$ cat src/hdl/gpio_port_pin_config_block_macros.svh
// ----------------------------------------------------------------------------
// GPIO port bank assertion macros
// Shared concurrent assertion forms, clocked on clk, disabled while in reset.
// ----------------------------------------------------------------------------
`ifndef GPIO_PORT_PIN_CONFIG_BLOCK_MACROS_SVH
`define GPIO_PORT_PIN_CONFIG_BLOCK_MACROS_SVH

// same-cycle implication
`define GPCB_ASSERT_NOW(label, ante, cons, msg) \
    label: assert property (@(posedge clk) disable iff (!rst_n) (ante) |-> (cons)) \
        else $error(msg);

// next-cycle implication
`define GPCB_ASSERT_NEXT(label, ante, cons, msg) \
    label: assert property (@(posedge clk) disable iff (!rst_n) (ante) |=> (cons)) \
        else $error(msg);

`endif

$ cat src/hdl/gpcb_pkg.sv
// ----------------------------------------------------------------------------
// gpcb_pkg
// Constants, request/status codes and the per-port register set type of the
// GPIO port bank.
// ----------------------------------------------------------------------------
package gpcb_pkg;

    localparam int PORT_COUNT_DEF = 6;
    localparam int PINS_PER_PORT  = 16;

    // action codes
    localparam logic [1:0] ACT_WRITE = 2'd0;
    localparam logic [1:0] ACT_READ  = 2'd1;
    localparam logic [1:0] ACT_LOCK  = 2'd2;

    // register kinds
    localparam logic [3:0] KIND_MODE    = 4'd0;
    localparam logic [3:0] KIND_OTYPE   = 4'd1;
    localparam logic [3:0] KIND_SPEED   = 4'd2;
    localparam logic [3:0] KIND_PULL    = 4'd3;
    localparam logic [3:0] KIND_INPUT   = 4'd4;
    localparam logic [3:0] KIND_OUTPUT  = 4'd5;
    localparam logic [3:0] KIND_SETRST  = 4'd6;
    localparam logic [3:0] KIND_AF_LOW  = 4'd7;
    localparam logic [3:0] KIND_AF_HIGH = 4'd8;

    // result status
    localparam logic [1:0] ST_DONE   = 2'd0;
    localparam logic [1:0] ST_REJECT = 2'd1;
    localparam logic [1:0] ST_LOCKED = 2'd2;

    typedef struct packed {
        logic [31:0]              mode;
        logic [PINS_PER_PORT-1:0] otype;
        logic [31:0]              speed;
        logic [31:0]              pull;
        logic [PINS_PER_PORT-1:0] odata;
        logic [31:0]              af_low;
        logic [31:0]              af_high;
        logic [PINS_PER_PORT-1:0] lock_mask;
        logic                     lock_key;
    } port_cfg_t;

endpackage

$ cat src/hdl/gpio_port_pin_config_block.sv
// ----------------------------------------------------------------------------
// gpio_port_pin_config_block
// Bank of GPIO ports with per-pin field writes, bit reads and a lock key.
// ----------------------------------------------------------------------------
// Usage:
//   Request channel (in_valid/in_ready) carries action, port_number,
//   register_kind, pin_number, field_value and the sampled input_levels of
//   the addressed port. Result channel (out_valid/out_ready) returns status,
//   read_bit, lock_ok and the port's output data after the request.
//   A request is held in the input register; the read-modify-write of the
//   port's register set and the result are done there; the result then goes to
//   the result register. One request is taken per cycle unless a low out_ready
//   holds the result register; the port entry read and write in the same cycle
//   is what allows it, since the next request sees the updated state.
//   If out_ready is low the result register holds; one more request can
//   wait in the input register, after which in_ready drops.
//   Reset clears all port registers (all zero, unlocked) and empties both
//   stages. A lock holds until the next reset.
// ----------------------------------------------------------------------------
`include "gpio_port_pin_config_block_macros.svh"

module gpio_port_pin_config_block #(
    parameter int PORT_COUNT = gpcb_pkg::PORT_COUNT_DEF
) (
    input  logic        clk,
    input  logic        rst_n,
    input  logic        in_valid,
    output logic        in_ready,
    input  logic [1:0]  action,
    input  logic [2:0]  port_number,
    input  logic [3:0]  register_kind,
    input  logic [3:0]  pin_number,
    input  logic [3:0]  field_value,
    input  logic [15:0] input_levels,
    output logic        out_valid,
    input  logic        out_ready,
    output logic [1:0]  status,
    output logic        read_bit,
    output logic        lock_ok,
    output logic [15:0] output_levels
);

    localparam int         IDX_W      = (PORT_COUNT > 1) ? $clog2(PORT_COUNT) : 1;
    localparam logic [3:0] PORT_LIMIT = 4'(PORT_COUNT);

    // input stage
    logic        s1_valid_reg;
    logic [1:0]  act_reg;
    logic [2:0]  port_reg;
    logic [3:0]  kind_reg;
    logic [3:0]  pin_reg;
    logic [3:0]  val_reg;
    logic [15:0] lvl_reg;

    // result stage
    logic        out_valid_reg;
    logic [1:0]  status_reg;
    logic        rbit_reg;
    logic        lok_reg;
    logic [15:0] outlv_reg;

    gpcb_pkg::port_cfg_t cfg_reg [PORT_COUNT];

    logic                adv;
    logic                fire;
    logic                port_ok;
    logic [IDX_W-1:0]    idx;
    gpcb_pkg::port_cfg_t cur;
    gpcb_pkg::port_cfg_t port_next;
    logic                locked;
    logic                is_cfg;
    logic                legal;
    logic                commit;
    logic [4:0]          sh2;
    logic [4:0]          sh4;
    logic [31:0]         mask2;
    logic [31:0]         fld2;
    logic [31:0]         mask4;
    logic [31:0]         fld4;
    logic [1:0]          status_next;
    logic                rbit_next;
    logic                lok_next;
    logic [15:0]         outlv_next;

    function automatic logic register_kind_cfg(input logic [3:0] kind);
        logic r;
        r = kind inside {gpcb_pkg::KIND_MODE, gpcb_pkg::KIND_OTYPE, gpcb_pkg::KIND_SPEED,
                         gpcb_pkg::KIND_PULL, gpcb_pkg::KIND_AF_LOW, gpcb_pkg::KIND_AF_HIGH};
        return r;
    endfunction

    assign adv      = !out_valid_reg || out_ready;
    assign fire     = s1_valid_reg && adv;
    assign in_ready = !s1_valid_reg || adv;

    assign port_ok = {1'b0, port_reg} < PORT_LIMIT;
    assign idx     = port_reg[IDX_W-1:0];
    assign cur     = cfg_reg[idx];
    assign locked  = cur.lock_key && cur.lock_mask[pin_reg];

    assign sh2   = {pin_reg, 1'b0};
    assign sh4   = {pin_reg[2:0], 2'b00};   // same slot for low and high altfn
    assign mask2 = 32'h3 << sh2;
    assign fld2  = 32'(val_reg[1:0]) << sh2;
    assign mask4 = 32'hF << sh4;
    assign fld4  = 32'(val_reg) << sh4;

    always_comb
    begin
        is_cfg = register_kind_cfg(kind_reg);
        legal  = (kind_reg inside {gpcb_pkg::KIND_MODE, gpcb_pkg::KIND_OTYPE,
                                   gpcb_pkg::KIND_SPEED, gpcb_pkg::KIND_PULL,
                                   gpcb_pkg::KIND_OUTPUT, gpcb_pkg::KIND_SETRST})
              || (kind_reg == gpcb_pkg::KIND_AF_LOW  && !pin_reg[3])
              || (kind_reg == gpcb_pkg::KIND_AF_HIGH &&  pin_reg[3]);

        port_next   = cur;
        commit      = 1'b0;
        status_next = gpcb_pkg::ST_REJECT;
        rbit_next   = 1'b0;
        lok_next    = 1'b0;

        if (port_ok)
        begin
            case (act_reg)
                gpcb_pkg::ACT_WRITE:
                begin
                    if (!legal)
                    begin
                        status_next = gpcb_pkg::ST_REJECT;
                    end
                    else if (is_cfg && locked)
                    begin
                        status_next = gpcb_pkg::ST_LOCKED;
                    end
                    else
                    begin
                        status_next = gpcb_pkg::ST_DONE;
                        commit      = 1'b1;
                        case (kind_reg)
                            gpcb_pkg::KIND_MODE:
                                port_next.mode = (cur.mode & ~mask2) | fld2;
                            gpcb_pkg::KIND_OTYPE:
                                port_next.otype[pin_reg] = val_reg[0];
                            gpcb_pkg::KIND_SPEED:
                                port_next.speed = (cur.speed & ~mask2) | fld2;
                            gpcb_pkg::KIND_PULL:
                                port_next.pull = (cur.pull & ~mask2) | fld2;
                            gpcb_pkg::KIND_OUTPUT:
                                port_next.odata[pin_reg] = val_reg[0];
                            gpcb_pkg::KIND_SETRST:
                                // only a value of exactly one sets
                                port_next.odata[pin_reg] = (val_reg == 4'h1);
                            gpcb_pkg::KIND_AF_LOW:
                                port_next.af_low = (cur.af_low & ~mask4) | fld4;
                            gpcb_pkg::KIND_AF_HIGH:
                                port_next.af_high = (cur.af_high & ~mask4) | fld4;
                            default:
                                commit = 1'b0;
                        endcase
                    end
                end
                gpcb_pkg::ACT_READ:
                begin
                    status_next = gpcb_pkg::ST_DONE;
                    case (kind_reg)
                        gpcb_pkg::KIND_MODE:   rbit_next = cur.mode[{1'b0, pin_reg}];
                        gpcb_pkg::KIND_OTYPE:  rbit_next = cur.otype[pin_reg];
                        gpcb_pkg::KIND_SPEED:  rbit_next = cur.speed[{1'b0, pin_reg}];
                        gpcb_pkg::KIND_PULL:   rbit_next = cur.pull[{1'b0, pin_reg}];
                        gpcb_pkg::KIND_INPUT:  rbit_next = lvl_reg[pin_reg];
                        gpcb_pkg::KIND_OUTPUT: rbit_next = cur.odata[pin_reg];
                        default:               status_next = gpcb_pkg::ST_REJECT;
                    endcase
                end
                gpcb_pkg::ACT_LOCK:
                begin
                    // key sequence only takes once; afterwards mask is frozen
                    if (!cur.lock_key)
                    begin
                        port_next.lock_mask          = '0;
                        port_next.lock_mask[pin_reg] = 1'b1;
                        port_next.lock_key           = 1'b1;
                        commit                       = 1'b1;
                    end
                    status_next = gpcb_pkg::ST_DONE;
                    lok_next    = 1'b1;
                end
                default:
                begin
                    status_next = gpcb_pkg::ST_REJECT;
                end
            endcase
        end

        outlv_next = port_ok ? port_next.odata : 16'h0000;
    end

    // control and port state
    always_ff @(posedge clk or negedge rst_n)
    begin
        if (!rst_n)
        begin
            s1_valid_reg  <= 1'b0;
            out_valid_reg <= 1'b0;
            for (int p = 0; p < PORT_COUNT; p++)
            begin
                cfg_reg[p] <= '0;
            end
        end
        else
        begin
            if (in_ready)
            begin
                s1_valid_reg <= in_valid;
            end
            if (adv)
            begin
                out_valid_reg <= s1_valid_reg;
            end
            if (fire && port_ok && commit)
            begin
                cfg_reg[idx] <= port_next;
            end
        end
    end

    // payload
    always_ff @(posedge clk)
    begin
        if (in_valid && in_ready)
        begin
            act_reg  <= action;
            port_reg <= port_number;
            kind_reg <= register_kind;
            pin_reg  <= pin_number;
            val_reg  <= field_value;
            lvl_reg  <= input_levels;
        end
        if (fire)
        begin
            status_reg <= status_next;
            rbit_reg   <= rbit_next;
            lok_reg    <= lok_next;
            outlv_reg  <= outlv_next;
        end
    end

    assign out_valid     = out_valid_reg;
    assign status        = status_reg;
    assign read_bit      = rbit_reg;
    assign lock_ok       = lok_reg;
    assign output_levels = outlv_reg;

    // checks
    for (genvar g = 0; g < PORT_COUNT; g++)
    begin : gen_chk
        `GPCB_ASSERT_NEXT(a_key_sticky, cfg_reg[g].lock_key, cfg_reg[g].lock_key, "lock key cleared")
        `GPCB_ASSERT_NEXT(a_mask_frozen, cfg_reg[g].lock_key, $stable(cfg_reg[g].lock_mask), "locked mask changed")
        `GPCB_ASSERT_NOW(a_mask_onehot, cfg_reg[g].lock_key, $onehot(cfg_reg[g].lock_mask), "lock mask not one pin")
    end

    `GPCB_ASSERT_NEXT(a_result_follows, s1_valid_reg && adv, out_valid_reg, "item lost between stages")
    `GPCB_ASSERT_NOW(a_flags_on_done, out_valid_reg && status_reg != gpcb_pkg::ST_DONE, !rbit_reg && !lok_reg, "flag set on failed request")

endmodule
$ cat config.mk
export PLATFORM = sky130hd
export DESIGN_NAME = gpio_port_pin_config_block
export DESIGN_NICKNAME = d
export VERILOG_FILES = /design/src/hdl/gpcb_pkg.sv /design/src/hdl/gpio_port_pin_config_block.sv
export VERILOG_INCLUDE_DIRS = /design/src /design/src/hdl
export SDC_FILE = /design/constraint.sdc
export NUM_CORES = 1
export LEC_CHECK = 0
export ABC_AREA = 1
export BUFFER_PORTS_ARGS = -buffer_cell sky130_fd_sc_hd__clkbuf_2
export CAP_MARGIN = 25
export CORE_MARGIN = 2
export CORE_UTILIZATION = 55
export DETAILED_ROUTE_END_ITERATION = 8
export PLACE_DENSITY = 0.71
export RECOVER_POWER = 50
export SYNTH_ARGS = -nofsm -noshare
export SYNTH_HDL_FRONTEND = slang
export SYNTH_SLANG_ARGS = --single-unit
$ cat constraint.sdc
create_clock -name clk -period 3.3 [get_ports clk]
set_input_delay 0.495 -clock clk [delete_from_list [all_inputs] [get_ports clk]]
set_output_delay 0.495 -clock clk [all_outputs]
set_load 0.02 [all_outputs]
==> summary.txt <==
====================================================================================
Most instantiated flip-flop cell in the synthesis netlist ............. sky130_fd_sc_hd__dfrtp_1
Most frequently used cell type in the post-synthesis netlist .......... sky130_fd_sc_hd__nand2_1
End of the worst register-to-register path ............................     read_bit
Worst setup slack for register-to-register paths ......................       100 ps
Part of the total power dissipated in sequential elements .............        0.461
Latest clock arrival within the worst-skew pair .......................       630 ps
Final Hold Violating Endpoints ........................................            0
Count of cell instances traversed by the critical path ................           17
Post-synthesis register bit count .....................................          637
Comb power frac .......................................................        0.136
Required time of the critical path ....................................      3710 ps
All-Layer GR Usage ....................................................        0.362
Switching Power .......................................................      5.53 mW
Area taken by multi-input logic gates .................................   13000 um^2
Number of antenna violations at the first check in global routing .....            2
Reg-to-reg startpoint .................................................       idx[1]
Worst Setup Path Type ................................................. flop to flop
Pin count of the biggest net entering global routing ..................           78
Netlist area before placement .........................................   30800 um^2
Number of flops mapped to enable cells by yosys .......................           53
Critical Path Fanout Max ..............................................           22
First-pass GRT wire length ............................................    160000 um
Hold/Removal Path Class ............................................... input pin to flop
Buf/Inv on CP .........................................................            4
Port Buffer Count .....................................................           58
Router iterations before antenna repair ...............................            9
Leading cell types by count after synthesis ........................... sky130_fd_sc_hd__nand2_1 (2116), sky130_fd_sc_hd__dfrtp_1 (584), sky130_fd_sc_hd__o21ai_0 (281)
Total Negative Setup Slacks ...........................................         0 ps
Fraction of final layout cells with drive strength greater than 1 .....       0.0945
Routed wire length ....................................................    103000 um
Setup crit start kind .................................................         flop
Cell area power density ...............................................  555 nW/um^2
Leading area contributor after synthesis .............................. sky130_fd_sc_hd__dfrtp_1
Top achievable clock speed ............................................    0.313 GHz
Cells taking the most area after synthesis ............................ sky130_fd_sc_hd__dfrtp_1 (47%), sky130_fd_sc_hd__nand2_1 (26%), sky130_fd_sc_hd__edfxtp_1 (5.2%)
Number of warnings issued by yosys ....................................            0
DIE AREA ..............................................................   58000 um^2
Critical Path End Type ................................................         flop
Area share of the largest cell type after synthesis ...................        0.474
Clock Path Buffers ....................................................            3
Setup skew after layout ...............................................      28.1 ps
Sink Count ............................................................          637
Reg2Reg Depth .........................................................           17
Clk root buf .......................................................... sky130_fd_sc_hd__clkbuf_16
Final HPWL from detailed placement ....................................     64200 um
Setup repair after global routing missed its margin ...................         true
Count of standard-cell rows ...........................................           86
Result of the run ..................................................... complete, but fails checks
Number of max-cap violations ..........................................            2
Total of endpoints with negative setup slack in the final report ......            0
Maximum vdd drop ......................................................     0.461 mV
Portion of total power attributed to the clock network ................        0.402
Total global routing overflow .........................................            0
CTS H-tree depth ......................................................            3
Share of the clock period used by the worst path after layout .........        0.969
Number of buffers inserted during clock tree synthesis ................           69
Worst-path clk slew ...................................................        60 ps
Weighted congestion at the end of routability-driven global placement .         1.00
Met3 layer usage reported by global route .............................       0.0922
Mean Syn Cell Area ....................................................    7.47 um^2
Via count of the first global-routing pass ............................        27.9k
Cell with the largest stage delay on the worst path ................... sky130_fd_sc_hd__edfxtp_1
Final net count .......................................................         4258
Cell internal pwr .....................................................      14.2 mW
Timing startpoint of the critical path ................................       idx[1]
End point of the critical path ........................................     read_bit
Die span in y .........................................................       241 um
Effective utilization at floorplan ....................................        0.557
I/O Pins ..............................................................           59
Violated checks ....................................................... capacitance limit, slew limit
Die Span X ............................................................       241 um
Net count after synthesis .............................................         4167
Proportion of total power due to net switching ........................        0.280
Routed len/inst .......................................................      20.6 um
Core Util, Final ......................................................        0.643
Final number of max-transition violations .............................          101
GRT busiest layer .....................................................         met2
Share of async-settable or async-resettable flops after synthesis .....        0.917
Number of nets with antenna violations after routing ..................            0
Core area .............................................................   55300 um^2
Storage element area ..................................................   16200 um^2
Critical path's top delay family ...................................... simple AND/OR/NAND/NOR gates
Via density per instance ..............................................         5.78
Max reg flops .........................................................          582
Drt drc ...............................................................            0
Sequential area share after synthesis .................................        0.526
Critical path, cell by cell ........................................... buf_4, inv_1, nand2_1, nor2_4, buf_4, nand2_1, nand2_1, nor2_1, nand3b_1, inv_1, o21ai_0, nor2_1, nand2_1, o21ai_0, nand3_1, nor2_1, nor2_1
Filler Cell Count .....................................................         4848
Number of DRC markers in iteration 0 ..................................         3561
Area growth from synthesis to final layout ............................        15.3%
Cells after Synth .....................................................         4130
Leakage power .........................................................      18.1 nW
Met2 global-route usage ...............................................        0.554
Max-slew headroom .....................................................       -0.392
Worst-Margin Slew .....................................................      2090 ps
Final period demand of the worst path .................................      3200 ps
Slowest Stage Delay on Critical Path ..................................       500 ps
Distinct cells, synth .................................................           38
Via Count .............................................................        29.0k
Arrival time reported for the critical path endpoint ..................      3610 ps
CTS tree ..............................................................         done
Routing usage on met1 .................................................        0.485
====================================================================================
## cell usage in the layout, fill, tap and decap left out, drive strengths merged, types with 8 or more instances in the layout
master and instances:
nand2 2118, dfrtp 584, o21ai 312, inv 232, nor2 186, clkbuf 171
buf 167, nand3 150, nand4 81, a22oi 68, a21oi 58, edfxtp 53
clkinv 25, o22ai 19, nand3b 16, nor3 8
## how the worst min path moves through the flow
| stage | startpoint | endpoint | depth (start not counted) |
|---|---|---|---|
| after floorplan | rst_n | cfg_reg[0] | 0 |
| after global placement | cfg_reg[343] | cfg_reg[343] | 2 |
| after detailed placement | cfg_reg[809] | cfg_reg[809] | 2 |
| after CTS | input_levels[2] | lvl_reg[2] | 1 |
| after global routing | field_value[0] | val_reg[0] | 1 |
| final | input_levels[2] | lvl_reg[2] | 1 |
## kinds of logic (layout without fill, tap and decap cells)
family,count (synthesis),after routing,share of synthesized area
compound gates,475,475,0.0853
buf+inv,457,604,0.0603
flops,637,637,0.526
other cells,0,1,0
simple gates,2561,2561,0.329
## metrics by stage
stage / instance area, um^2 / setup WS, ps / total power [mW] / hold WS, ps / instances
3_3_place_gp: 33200 / 116 / 11.8 / 461 / 4894
3_5_place_dp: 33200 / 55.6 / 11.9 / 465 / 4894
5_1_grt: 35600 / -35.4 / 20.5 / 16.1 / 5025
2_1_floorplan: 30800 / 299 / 10.8 / 199 / 4130
4_1_cts: 35500 / 39.5 / 19.8 / 23.2 / 5022
6_report: 35600 / 101 / 19.7 / 37.7 / 5026
## what timing repair did
action,CTS,global route
gates resized for setup,0,30
buffers inserted,0,2
endpoints found under the setup margin,0,397
hold buffers,1,0
endpoints found under the hold margin,55,0
## layout make-up
type	instances	share of cell area
Antenna cell	1	0.0000704
Tap cell	748	0.0263
Sequential cell	637	0.456
Inverter	233	0.0247
Clock inverter	32	0.00858
Clock buffer	95	0.0567
Timing Repair Buffer	244	0.0628
Multi-Input combinational cell	3036	0.365
## routing by layer
| metal | routed length, um | vias up |
|---|---|---|
| li1 | - | 13200 |
| met1 | 41000 | 13700 |
| met2 | 45100 | 1674 |
| met3 | 11500 | 424 |
| met4 | 5580 | 2 |
| met5 | 8 | - |
## power by group through the flow
stage | registers, mW | logic (mW) | clock network (mW)
finish | 9.11 | 2.69 | 7.95
global placement | 9.22 | 2.57 | 0
global route | 9.20 | 3.00 | 8.35
detailed placement | 9.24 | 2.63 | 0
CTS | 9.11 | 2.65 | 8.00
floorplan | 9.20 | 1.57 | 0
Note: power is estimated with default switching activity, not from simulation.
